[src/rtl/core/sbc_pkg.sv]
// shared types and codes for the sector buffer cache
`timescale 1ns / 1ps
package sbc_pkg;

  localparam int NUM_BUFFERS_DEF = 16;
  localparam int OP_W     = 2;
  localparam int DEV_W    = 8;
  localparam int SECTOR_W = 32;
  localparam int SLOT_W   = 4;
  localparam int STATUS_W = 2;
  localparam int CNT_W    = 8;
  localparam int TAG_W    = DEV_W + SECTOR_W;

  localparam logic [CNT_W-1:0] CNT_MAX = '1;

  typedef enum logic [OP_W-1:0] {
    OP_GET     = 2'd0,
    OP_RELEASE = 2'd1,
    OP_PIN     = 2'd2,
    OP_UNPIN   = 2'd3
  } op_t;

  typedef enum logic [STATUS_W-1:0] {
    ST_VALID     = 2'd0,
    ST_FILL      = 2'd1,
    ST_NOFREE    = 2'd2,
    ST_UNDERFLOW = 2'd3
  } status_t;

  typedef enum logic [2:0] {
    S_INIT,
    S_IDLE,
    S_SCAN,
    S_GET_UPD,
    S_CNT_UPD,
    S_MRU,
    S_RESP
  } state_t;

endpackage

[src/rtl/core/sbc_ram.sv]
// generic simple dual-port ram with registered read
`timescale 1ns / 1ps
module sbc_ram #(
  parameter int WIDTH = 8,
  parameter int DEPTH = 16
) (
  input  logic                     clk,
  input  logic                     we,
  input  logic [$clog2(DEPTH)-1:0] waddr,
  input  logic [WIDTH-1:0]         wdata,
  input  logic [$clog2(DEPTH)-1:0] raddr,
  output logic [WIDTH-1:0]         rdata
);

  logic [WIDTH-1:0] mem [DEPTH];

  // write port and registered read port
  always_ff @(posedge clk) begin
    if (we) begin
      mem[waddr] <= wdata;
    end
    rdata <= mem[raddr];
  end

endmodule

[src/rtl/core/sector_buffer_cache_lru.sv]
// sector buffer cache tag manager with lru replacement (top level)
`timescale 1ns / 1ps
//  channel | ports                                         | direction
//  in      | in_valid in_ready in_op in_dev in_sector in_slot | request
//  out     | out_valid out_ready out_slot_out out_status      | response
//          | out_ref_count_out                             |
//
// get: one pipelined pass over the recency ram feeding the
//   tag and count rams finds both the hit and the lru victim
// pin, unpin, release: a release that frees the slot adds a pass that
//   shifts the recency ram one entry per cycle
// after reset a clearing pass fills the rams, in_ready low
// in_ready is low while an item is in work; one response waits in the output
// register while the next request is accepted
module sector_buffer_cache_lru_core #(
  parameter int NUM_BUFFERS = sbc_pkg::NUM_BUFFERS_DEF
) (
  input  logic                          clk,
  input  logic                          rst_n,
  input  logic                          in_valid,
  output logic                          in_ready,
  input  logic [sbc_pkg::OP_W-1:0]      in_op,
  input  logic [sbc_pkg::DEV_W-1:0]     in_dev,
  input  logic [sbc_pkg::SECTOR_W-1:0]  in_sector,
  input  logic [sbc_pkg::SLOT_W-1:0]    in_slot,
  output logic                          out_valid,
  input  logic                          out_ready,
  output logic [sbc_pkg::SLOT_W-1:0]    out_slot_out,
  output logic [sbc_pkg::STATUS_W-1:0]  out_status,
  output logic [sbc_pkg::CNT_W-1:0]     out_ref_count_out
);
  import sbc_pkg::*;

  localparam int SW = $clog2(NUM_BUFFERS);
  localparam int CW = $clog2(NUM_BUFFERS + 2);
  localparam logic [CW-1:0] K_N    = CW'(NUM_BUFFERS);
  localparam logic [CW-1:0] K_LAST = CW'(NUM_BUFFERS + 1);
  localparam logic [SW-1:0] TOP_SLOT = SW'(NUM_BUFFERS - 1);

  state_t state_r, state_nxt;
  logic [CW-1:0] k_r, k_nxt;
  logic [OP_W-1:0] op_r, op_nxt;
  logic [DEV_W-1:0] dev_r, dev_nxt;
  logic [SECTOR_W-1:0] sector_r, sector_nxt;
  logic [SLOT_W-1:0] slot_r, slot_nxt;
  logic [SW-1:0] s2_slot_r, s2_slot_nxt;
  logic hit_r, hit_nxt, vic_r, vic_nxt;
  logic [SW-1:0] hit_slot_r, hit_slot_nxt, vic_slot_r, vic_slot_nxt;
  logic [CNT_W-1:0] hit_cnt_r, hit_cnt_nxt;
  logic [SW-1:0] carry_r, carry_nxt;
  logic [SLOT_W-1:0] res_slot_r, res_slot_nxt;
  logic [STATUS_W-1:0] res_status_r, res_status_nxt;
  logic [CNT_W-1:0] res_cnt_r, res_cnt_nxt;
  logic out_valid_r, out_valid_nxt;
  logic [SLOT_W-1:0] out_slot_r, out_slot_nxt;
  logic [STATUS_W-1:0] out_status_r, out_status_nxt;
  logic [CNT_W-1:0] out_cnt_r, out_cnt_nxt;
  logic [NUM_BUFFERS-1:0] vld_r, vld_nxt;

  logic tag_we, cnt_we, ord_we;
  logic [SW-1:0] tag_waddr, tag_raddr, cnt_waddr, cnt_raddr, ord_waddr, ord_raddr;
  logic [TAG_W-1:0] tag_wdata, tag_rdata;
  logic [CNT_W-1:0] cnt_wdata, cnt_rdata;
  logic [SW-1:0] ord_wdata, ord_rdata;

  logic in_xfer, in_slot_ok, resp_load;
  logic [SW-1:0] slot_idx;
  logic [CNT_W-1:0] cnt_inc, cnt_dec;

  // rams: tags, reference counts, recency order (entry 0 most recent)
  sbc_ram #(.WIDTH(TAG_W), .DEPTH(NUM_BUFFERS)) u_tag_ram (
    .clk(clk), .we(tag_we), .waddr(tag_waddr), .wdata(tag_wdata),
    .raddr(tag_raddr), .rdata(tag_rdata)
  );
  sbc_ram #(.WIDTH(CNT_W), .DEPTH(NUM_BUFFERS)) u_cnt_ram (
    .clk(clk), .we(cnt_we), .waddr(cnt_waddr), .wdata(cnt_wdata),
    .raddr(cnt_raddr), .rdata(cnt_rdata)
  );
  sbc_ram #(.WIDTH(SW), .DEPTH(NUM_BUFFERS)) u_ord_ram (
    .clk(clk), .we(ord_we), .waddr(ord_waddr), .wdata(ord_wdata),
    .raddr(ord_raddr), .rdata(ord_rdata)
  );

  assign in_ready   = (state_r == S_IDLE);
  assign in_xfer    = in_valid && in_ready;
  assign in_slot_ok = ({{(32-SLOT_W){1'b0}}, in_slot} < 32'(NUM_BUFFERS));
  assign slot_idx   = SW'(slot_r);
  assign resp_load  = (state_r == S_RESP) && (!out_valid_r || out_ready);
  assign cnt_inc    = (cnt_rdata == CNT_MAX) ? cnt_rdata : cnt_rdata + 1'b1;
  assign cnt_dec    = cnt_rdata - 1'b1;

  assign out_valid         = out_valid_r;
  assign out_slot_out      = out_slot_r;
  assign out_status        = out_status_r;
  assign out_ref_count_out = out_cnt_r;

  // next state
  always_comb begin
    state_nxt = state_r;
    unique case (state_r)
      S_INIT: if (k_r == K_N - 1'b1) state_nxt = S_IDLE;
      S_IDLE: begin
        if (in_valid) begin
          if (in_op == OP_GET) state_nxt = S_SCAN;
          else if (!in_slot_ok) state_nxt = S_RESP;
          else state_nxt = S_CNT_UPD;
        end
      end
      S_SCAN: if (k_r == K_LAST) state_nxt = S_GET_UPD;
      S_GET_UPD: state_nxt = S_RESP;
      S_CNT_UPD: begin
        if (op_r == OP_RELEASE && cnt_rdata == CNT_W'(1)) state_nxt = S_MRU;
        else state_nxt = S_RESP;
      end
      S_MRU: begin
        if (k_r != '0 && (ord_rdata == slot_idx || k_r == K_N)) state_nxt = S_RESP;
      end
      S_RESP: if (!out_valid_r || out_ready) state_nxt = S_IDLE;
      default: state_nxt = S_INIT;
    endcase
  end

  // datapath and ram control
  always_comb begin
    k_nxt = '0;
    op_nxt = op_r;
    dev_nxt = dev_r;
    sector_nxt = sector_r;
    slot_nxt = slot_r;
    s2_slot_nxt = ord_rdata;
    hit_nxt = hit_r;
    hit_slot_nxt = hit_slot_r;
    hit_cnt_nxt = hit_cnt_r;
    vic_nxt = vic_r;
    vic_slot_nxt = vic_slot_r;
    carry_nxt = carry_r;
    res_slot_nxt = res_slot_r;
    res_status_nxt = res_status_r;
    res_cnt_nxt = res_cnt_r;
    vld_nxt = vld_r;
    tag_we = 1'b0;
    tag_waddr = k_r[SW-1:0];
    tag_wdata = '1;
    tag_raddr = ord_rdata;
    cnt_we = 1'b0;
    cnt_waddr = k_r[SW-1:0];
    cnt_wdata = '0;
    cnt_raddr = ord_rdata;
    ord_we = 1'b0;
    ord_waddr = k_r[SW-1:0];
    ord_wdata = TOP_SLOT - k_r[SW-1:0];
    ord_raddr = k_r[SW-1:0];

    unique case (state_r)
      // clearing pass over all rams
      S_INIT: begin
        tag_we = 1'b1;
        cnt_we = 1'b1;
        ord_we = 1'b1;
        if (k_r != K_N - 1'b1) k_nxt = k_r + 1'b1;
      end
      // capture request, start count read for slot ops
      S_IDLE: begin
        cnt_raddr = SW'(in_slot);
        if (in_xfer) begin
          op_nxt = in_op;
          dev_nxt = in_dev;
          sector_nxt = in_sector;
          slot_nxt = in_slot;
          hit_nxt = 1'b0;
          vic_nxt = 1'b0;
          res_slot_nxt = in_slot;
          res_status_nxt = ST_VALID;
          res_cnt_nxt = '0;
        end
      end
      // recency walk: first tag match is the hit, last free slot the victim
      S_SCAN: begin
        k_nxt = k_r + 1'b1;
        if (k_r >= CW'(2)) begin
          if (!hit_r && tag_rdata == {dev_r, sector_r}) begin
            hit_nxt = 1'b1;
            hit_slot_nxt = s2_slot_r;
            hit_cnt_nxt = cnt_rdata;
          end
          if (cnt_rdata == '0) begin
            vic_nxt = 1'b1;
            vic_slot_nxt = s2_slot_r;
          end
        end
      end
      // apply hit or miss
      S_GET_UPD: begin
        if (hit_r) begin
          cnt_we = 1'b1;
          cnt_waddr = hit_slot_r;
          cnt_wdata = (hit_cnt_r == CNT_MAX) ? hit_cnt_r : hit_cnt_r + 1'b1;
          vld_nxt[hit_slot_r] = 1'b1;
          res_slot_nxt = SLOT_W'(hit_slot_r);
          res_status_nxt = vld_r[hit_slot_r] ? ST_VALID : ST_FILL;
          res_cnt_nxt = cnt_wdata;
        end else if (vic_r) begin
          tag_we = 1'b1;
          tag_waddr = vic_slot_r;
          tag_wdata = {dev_r, sector_r};
          cnt_we = 1'b1;
          cnt_waddr = vic_slot_r;
          cnt_wdata = CNT_W'(1);
          vld_nxt[vic_slot_r] = 1'b1;
          res_slot_nxt = SLOT_W'(vic_slot_r);
          res_status_nxt = ST_FILL;
          res_cnt_nxt = CNT_W'(1);
        end else begin
          res_slot_nxt = '0;
          res_status_nxt = ST_NOFREE;
          res_cnt_nxt = '0;
        end
      end
      // count read-modify-write for pin, unpin, release
      S_CNT_UPD: begin
        cnt_waddr = slot_idx;
        carry_nxt = slot_idx;
        if (op_r == OP_PIN) begin
          cnt_we = 1'b1;
          cnt_wdata = cnt_inc;
          res_cnt_nxt = cnt_inc;
        end else if (cnt_rdata == '0) begin
          res_status_nxt = ST_UNDERFLOW;
          res_cnt_nxt = '0;
        end else begin
          cnt_we = 1'b1;
          cnt_wdata = cnt_dec;
          res_cnt_nxt = cnt_dec;
        end
      end
      // shift recency entries down until the released slot is passed
      S_MRU: begin
        k_nxt = k_r + 1'b1;
        if (k_r != '0) begin
          ord_we = 1'b1;
          ord_waddr = SW'(k_r - 1'b1);
          ord_wdata = carry_r;
          carry_nxt = ord_rdata;
        end
      end
      S_RESP: begin
      end
      default: begin
      end
    endcase
  end

  // output register
  always_comb begin
    out_slot_nxt = out_slot_r;
    out_status_nxt = out_status_r;
    out_cnt_nxt = out_cnt_r;
    out_valid_nxt = out_valid_r && !out_ready;
    if (resp_load) begin
      out_valid_nxt = 1'b1;
      out_slot_nxt = res_slot_r;
      out_status_nxt = res_status_r;
      out_cnt_nxt = res_cnt_r;
    end
  end

  // registers
  always_ff @(posedge clk) begin
    if (!rst_n) begin
      state_r <= S_INIT;
      k_r <= '0;
      out_valid_r <= 1'b0;
      vld_r <= '0;
      hit_r <= 1'b0;
      vic_r <= 1'b0;
    end else begin
      state_r <= state_nxt;
      k_r <= k_nxt;
      out_valid_r <= out_valid_nxt;
      vld_r <= vld_nxt;
      hit_r <= hit_nxt;
      vic_r <= vic_nxt;
    end
    op_r <= op_nxt;
    dev_r <= dev_nxt;
    sector_r <= sector_nxt;
    slot_r <= slot_nxt;
    s2_slot_r <= s2_slot_nxt;
    hit_slot_r <= hit_slot_nxt;
    hit_cnt_r <= hit_cnt_nxt;
    vic_slot_r <= vic_slot_nxt;
    carry_r <= carry_nxt;
    res_slot_r <= res_slot_nxt;
    res_status_r <= res_status_nxt;
    res_cnt_r <= res_cnt_nxt;
    out_slot_r <= out_slot_nxt;
    out_status_r <= out_status_nxt;
    out_cnt_r <= out_cnt_nxt;
  end

endmodule

[config.mk]
export PLATFORM = sky130hd
export DESIGN_NAME = sector_buffer_cache_lru_core
export DESIGN_NICKNAME = d
export VERILOG_FILES = /design/src/rtl/core/sbc_pkg.sv /design/src/rtl/core/sbc_ram.sv /design/src/rtl/core/sector_buffer_cache_lru.sv
export SDC_FILE = /design/constraint.sdc
export NUM_CORES = 1
export LEC_CHECK = 0
export BUFFER_PORTS_ARGS = -buffer_cell sky130_fd_sc_hd__buf_2
export CELL_PAD_IN_SITES_DETAIL_PLACEMENT = 1
export CELL_PAD_IN_SITES_GLOBAL_PLACEMENT = 2
export CORE_ASPECT_RATIO = 1.75
export CORE_UTILIZATION = 50
export CTS_BUF_LIST = sky130_fd_sc_hd__clkbuf_8
export DETAILED_ROUTE_END_ITERATION = 10
export MAX_ROUTING_LAYER = met4
export PLACE_DENSITY_LB_ADDON = 0.05
export SETUP_SLACK_MARGIN = 0.5
export SLEW_MARGIN = 20
export SYNTH_ARGS = -nofsm -noshare
export SYNTH_HDL_FRONTEND = slang
export SYNTH_HIERARCHICAL = 1
export SYNTH_SLANG_ARGS = --single-unit
[constraint.sdc]
create_clock -name clk -period 6.7 [get_ports clk]
set_input_delay 1.34 -clock clk [delete_from_list [all_inputs] [get_ports clk]]
set_output_delay 1.34 -clock clk [all_outputs]
set_load 0.02 [all_outputs]
==> run metrics, run 1 <==
status finished, final reports clean; CTS clk-pin slew, worst paths 0.06 ns; Clock Tree Buf Depth 3; Main synth FF type edfxtp_1; Synth Area in Compound Gates 0.0368; register area 0.0295 sq mm; DIE HEIGHT 373 um; Top Family by Delay on Critical Path simple AND/OR/NAND/NOR gates; Area Growth Syn to Fin 10.7%; Die Area 0.0798 sq mm; vias per inst 5.91; initial antenna violation count 3; Stages on worst setup path 8; Worst R2R Path Depth 8; largest family of logic cells by synthesized area multiplexers; crit path DAT 4.95 ns; Tightest Hold Check Type register to register; vias after detailed routing 19420; Tcrit/Tclk final 0.666; post-DP HPWL 58300 um; min Tclk post-route 4.46 ns; worst path cell trace nor2b_1 > nand2_1 > nor3b_2 > buf_4 > mux2_1 > or3b_2 > nor2_4 > buf_4; number of global-route vias before repair 21079; Post-CTS Setup Bufs 0; CTS Hold Bufs 0; Worst-Skew Late Latency 0.84 ns; Routed WL 92200 um; Setup WS post-layout 2.24 ns; post-synthesis mux area share 0.133; Port Buf Inserts 65; async set-reset flop share out of synthesis 0; Synth Warn # 6; CTS Buf Count 144; gr usage total 0.245; Layout Cell Area excl Fill 0.0436 sq mm; Rows 135; VDD IR max 235 uV; Post-Syn Instances 1985; Non-Filler Instances 3287; share of cells above drive strength 1 0.208; number of synthesized flops with an enable pin 926; final core utilization 0.561; max_cap viols 0; clock root buffer clkbuf_8; Place WS 2.20 ns; Yosys reg bits 1009; RSZ-0062 raised after global routing false; GRT overflow 0; final net count 2198; multi-input logic area 0.00940 sq mm; f_max 224 MHz; CP Buf/Inv Count 2; IO Pins 66; Final Hold Fails 0; DP Cell Count 3020; syn_nets 2044; Post-Synth Simple-Gate Area 0.0484; critical path capture point type register; Post-Synthesis Cell Area 0.0393 sq mm; Final ANT Viol Nets 0; 1st-pass router iterations 5; setup_tns 0 ns; WS Path Type register to register; RR Startpoint state_r[0]; most frequent CP cell buf_4; CP Max Fanout 42; CTS tree built; max-slew violation count 0; Slew HR 0.271; Post-route DRC 0; number of fill cells in the layout 6843; Core Footprint 0.0777 sq mm; xor and xnor area share after synthesis 0.0114; H-tree depth 4; Final GP Congestion 0.814; initial DRC count 1326; Worst EP required 7.19 ns; final setup vio count 0; # resized after CTS 0; crit path to u_tag_ram/mem[2][24]; post-synthesis sequential area ratio 0.749; Reg2Reg Setup Slack 2.24 ns; RR Endpoint u_tag_ram/mem[2][24]; largest net degree at the start of global routing 81; global-route wire length before repair 137000 um; placed cell area 0.0408 sq mm; clk_skew 0.0291 ns; Adder-Cell Fraction of Synth Area 0.00286; CP Launch Type register; Crit-path slowest cell or3b_2; clk sink count 1009; slowest stage delay, CP 0.60 ns; Unique masters post-synth 73; Synth Area per Inst 19.8 sq um; Slew @ Worst Pin 1.08 ns; Starting Density 0.506; per-cell routed wire length 28.1 um; width of the die 214 um; Critical Path Start state_r[0]; Leakage 15.8 nW; power density over the cells 287 mW/mm^2
-- sequential cells by signal, indices dropped and copies added (netlist names), 3 cells and up --
name / cells
hit_slot_r: 4
vic_slot_r: 4
out_ref_count_out: 8
sector_r: 32
dev_r: 8
res_cnt_r: 8
u_tag_ram/rdata: 40
u_cnt_ram/rdata: 8
carry_r: 4
res_slot_r: 4
out_slot_out: 4
u_ord_ram/mem: 64
u_tag_ram/mem: 640
vld_r: 16
k_r: 5
u_ord_ram/rdata: 4
slot_idx: 4
state_r: 3
hit_cnt_r: 8
u_cnt_ram/mem: 128
s2_slot_r: 4
-- through the flow --
stage               hold WS [ns]  power (mW)
floorplan                  0.383        7.85
global placement           0.401        8.08
detailed placement         0.406        8.10
CTS                        0.418        12.7
global route               0.419        12.9
finish                     0.417        12.5
-- layout by cell type, fill, tap and decap left out, types with 7 or more instances in the layout --
cell type and count:
nor3_2 9, clkinv_1 33, o22ai_1 17, inv_1 62
nor2_4 13, nand2_1 109, xnor2_1 19, nor3_1 9
nand3b_1 12, o21ai_0 12, buf_2 65, clkinvlp_4 8
o21ai_1 8, buf_4 35, nor2b_1 27, mux4_2 124
nor2_1 53, xor2_1 32, and2_1 7, a22oi_1 103
clkbuf_8 153, nand2b_1 59, mux4_1 88, nand3_1 28
dfxtp_1 81, a21oi_1 27, ha_1 9, edfxtp_1 926
clkinv_2 18
-- synthesized netlist by cell type, drive strengths merged, types with 3 or more instances --
cell type	number	area (sq um)
edfxtp	926	27800
mux4	212	5100
nand2	109	409
a22oi	103	773
dfxtp	83	1660
nor2	66	248
nand2b	60	378
buf	49	457
clkbuf	42	158
xor2	32	280
a21oi	30	150
nor2b	29	181
nand3	28	140
o21ai	21	109
o22ai	21	131
xnor2	19	166
nor3	18	95.1
inv	17	63.8
nand3b	12	90.1
ha	9	113
and2	8	50.1
nor4	8	56.3
mux2	7	78.8
mux2i	6	60.1
nand4	6	37.5
or3b	6	52.6
and3	5	31.3
or2	4	25.0
clkdlybuf4s25	3	30.0
o2bb2ai	3	26.3
o31ai	3	22.5
or3	3	18.8
or4	3	26.3
-- worst min-delay path by stage --
stage                       startpoint              endpoint  depth (start not counted)
floorplan           u_ord_ram/rdata[1]          s2_slot_r[1]                          0
global placement          res_cnt_r[3]  out_ref_count_out[3]                          0
detailed placement        res_cnt_r[0]  out_ref_count_out[0]                          0
global route              res_cnt_r[0]  out_ref_count_out[0]                          0
CTS                       res_cnt_r[0]  out_ref_count_out[0]                          0
finish                    res_cnt_r[0]  out_ref_count_out[0]                          0
-- logic make-up (layout without fill, tap and decap cells) --
group	Yosys count	after routing
flip-flops	1009	1009
multiplexers	225	225
adder cells (fa/ha/maj)	9	9
AO/OA/AOI/OAI	208	208
XOR/XNOR	51	51
AND/OR/NAND/NOR	372	372
buffers and inverters	111	385
other	0	1
-- metal layers --
metal,part of all wire,global-route usage
met5,0,-
met3,0.037,0.0437
met2,0.54,0.425
met1,0.40,0.291
met4,0.020,0.0713
-- final cells by class --
cell class	instances	area share
sequential	1009	0.677
multi-input combinational	865	0.216
clock buffer	153	0.0483
tap	1027	0.0295
timing repair buffer	102	0.0146
clock inverter	113	0.0134
inverter	17	0.00147
antenna	1	0.0000575
-- worst reg2reg max path, stage by stage, from the launching register on --
cell and delay (ns):
dfxtp_1 0.52, nor2b_1 0.36, nand2_1 0.31, nor3b_2 0.28, buf_4 0.53, mux2_1 0.47, or3b_2 0.60, nor2_4 0.59
buf_4 0.44
-- report_power, final --
part	internal (mW)	switching, mW
Clock	2.24	2.32
Sequential	6.92	0.129
Combinational	0.383	0.509
Total	9.55	2.96
(Power assumes the default switching activity.)
==> run 2, diff against run 1 <==
==> constraint.sdc (replaced) <==
create_clock -name clk -period 4.5 [get_ports clk]
set_input_delay 0.9 -clock clk [delete_from_list [all_inputs] [get_ports clk]]
set_output_delay 0.9 -clock clk [all_outputs]
set_load 0.02 [all_outputs]
==> run 2 against run 1 <==
Compared with the run above:
- sequential share of layout area fell by 0.79 points
- clock-buffer cell count grew 8
- utilization up 0.66 points
- non-clock buffer count increased by 31
- clock power increased by 53%
==> run metrics, run 2 (synthesis gave the netlist of run 1 again) <==
clock root buffer clkbuf_8 (unchanged); CP Launch Type register (unchanged); leading cell type in the layout, fill and taps excluded edfxtp_1 (unchanged); Slew HR 0.238 (was 0.271); f_max 269 MHz (was 224 MHz); CTS Buf Count 146 (was 144); Crit-path slowest cell dfxtp_1 (was or3b_2); Final ANT Viol Nets 0 (unchanged); Starting Density 0.506 (unchanged); clk_skew 0.0398 ns (was 0.0291 ns); Area Growth Syn to Fin 12.0% (was 10.7%); power density over the cells 428 mW/mm^2 (was 287 mW/mm^2); Worst-Skew Late Latency 0.84 ns (about the same); largest net degree at the start of global routing 88 (was 81); Hold Worst Slack 0.232 ns (was 0.417 ns); post-DP HPWL 59700 um (was 58300 um); max_cap viols 0 (unchanged); worst path cell trace nor2b_1 > nand2_1 > nor3b_2 > buf_4 > o21ai_1 > nand2b_1 > nor2_4 > buf_12 (was nor2b_1 > nand2_1 > nor3b_2 > buf_4 > mux2_1 > or3b_2 > nor2_4 > buf_4); Die Area 0.0798 sq mm (unchanged); Final Hold Fails 0 (unchanged); final setup vio count 0 (unchanged); CTS Hold Bufs 0 (unchanged); Largest regs u_tag_ram/mem: 640 flops, u_cnt_ram/mem: 128 flops, u_ord_ram/mem: 64 flops (unchanged); Clock Tree Buf Depth 3 (unchanged); crit path to u_tag_ram/mem[5][3] (was u_tag_ram/mem[2][24]); Final GP Congestion 0.852 (was 0.814); Non-Filler Instances 3320 (was 3287); Rows 135 (unchanged); Stages on worst setup path 8 (unchanged); max-slew violation count 0 (unchanged); Core Footprint 0.0777 sq mm (unchanged); Post-route DRC 0 (unchanged); Reg2Reg Setup Slack 0.79 ns (was 2.24 ns); Place WS 0.793 ns (was 2.20 ns); WS Path Type register to register (unchanged); H-tree depth 4 (unchanged); final core utilization 0.567 (was 0.561); initial DRC count 1230 (was 1326); Port Buf Inserts 65 (unchanged); vias after detailed routing 19680 (was 19420); M1 GR Usage 0.280 (was 0.291); Worst EP required 5.01 ns (was 7.19 ns); DIE HEIGHT 373 um (unchanged); number of global-route vias before repair 21543 (was 21079); most frequent cells in the layout edfxtp_1 (926), clkbuf_8 (161), mux4_2 (124) (was edfxtp_1 (926), clkbuf_8 (153), mux4_2 (124)); setup_tns 0 ns (unchanged); 1st-pass router iterations 5 (unchanged); vias per inst 5.93 (was 5.91); clk sink count 1009 (unchanged); CP Buf/Inv Count 2 (unchanged); most flop-heavy register u_tag_ram/mem (unchanged); Tightest Hold Check Type input port to register (was register to register); max reg flops 640 (unchanged); min Tclk post-route 3.71 ns (was 4.46 ns); VDD IR max 402 uV (was 235 uV); placed cell area 0.0412 sq mm (was 0.0408 sq mm); CP Max Fanout 17 (was 42); Layout Cell Area excl Fill 0.0441 sq mm (was 0.0436 sq mm); RR Endpoint u_tag_ram/mem[5][3] (was u_tag_ram/mem[2][24]); RSZ-0062 raised after global routing false (unchanged); Total Power 18.9 mW (was 12.5 mW); Top Family by Delay on Critical Path simple AND/OR/NAND/NOR gates (unchanged); DP Cell Count 3043 (was 3020); GR Util met2 0.459 (was 0.425); width of the die 214 um (unchanged); status finished, final reports clean (unchanged); GRT overflow 0 (unchanged); share of cells above drive strength 1 0.220 (was 0.208); global-route wire length before repair 142000 um (was 137000 um); Routed WL 96600 um (was 92200 um); critical path capture point type register (unchanged); Setup WS post-layout 0.789 ns (was 2.24 ns); CTS clk-pin slew, worst paths 0.07 ns (was 0.06 ns); gr usage total 0.255 (was 0.245); Tcrit/Tclk final 0.825 (was 0.666); GRT Max-Usage Layer met2 (unchanged); Worst R2R Path Depth 8 (unchanged); CTS tree built (unchanged); slowest stage delay, CP 0.54 ns (was 0.60 ns); final net count 2231 (was 2198); IO Pins 66 (unchanged); initial antenna violation count 2 (was 3); crit path DAT 4.23 ns (was 4.95 ns); per-cell routed wire length 29.1 um (was 28.1 um); GRT met3 Usage 0.0454 (was 0.0437); RR Startpoint state_r[0] (unchanged); Slew @ Worst Pin 1.14 ns (was 1.08 ns); Leakage 16.1 nW (was 15.8 nW); Critical Path Start state_r[0] (unchanged)
[run 2: how the worst min path moves through the flow]
stage                                  start                    to  slack (ns)  cells past startpoint
after global routing           in_sector[26]          sector_r[26]        0.17                      1
after floorplan           u_ord_ram/rdata[1]          s2_slot_r[1]        0.38                      0
after detailed placement        res_cnt_r[3]  out_ref_count_out[3]        0.41                      0
final                          in_sector[11]          sector_r[11]        0.23                      1
after CTS                      in_sector[11]          sector_r[11]        0.14                      1
after global placement          res_cnt_r[5]  out_ref_count_out[5]        0.40                      0
[run 2: worst reg2reg max path, stage by stage, from the launching register on]
cell	delay (ns)
dfxtp_1	0.54
nor2b_1	0.34
nand2_1	0.16
nor3b_2	0.45
buf_4	0.32
o21ai_1	0.32
nand2b_1	0.47
nor2_4	0.54
buf_12	0.25
[run 2: repair_timing]
action | in CTS | in global routing
endpoints found under the setup margin | 0 | 45
gates resized for setup | 0 | 1
setup buffers | 0 | 8
[run 2: layout make-up]
type,count,area (sq um)
inverter,17,63.8
fill,6890,33600
sequential,1009,29500
clock inverter,106,554
multi-input combinational,865,9400
clock buffer,161,2220
timing repair buffer,133,1070
antenna,2,5.00
tap,1027,1280
[run 2: power breakdown]
group / switching, mW / internal [mW] / leakage, nW / total [mW]
clock network: 3.49 / 3.48 / 1.60 / 6.97
registers: 0.131 / 10.3 / 10.3 / 10.4
logic: 0.860 / 0.604 / 4.17 / 1.46
total: 4.48 / 14.4 / 16.1 / 18.9
[run 2: layer usage]
metal / part of all wire / vias up
li1: - / 8541
met1: 0.37 / 10428
met2: 0.56 / 504
met3: 0.038 / 207
met4: 0.033 / 0
met5: 0 / -
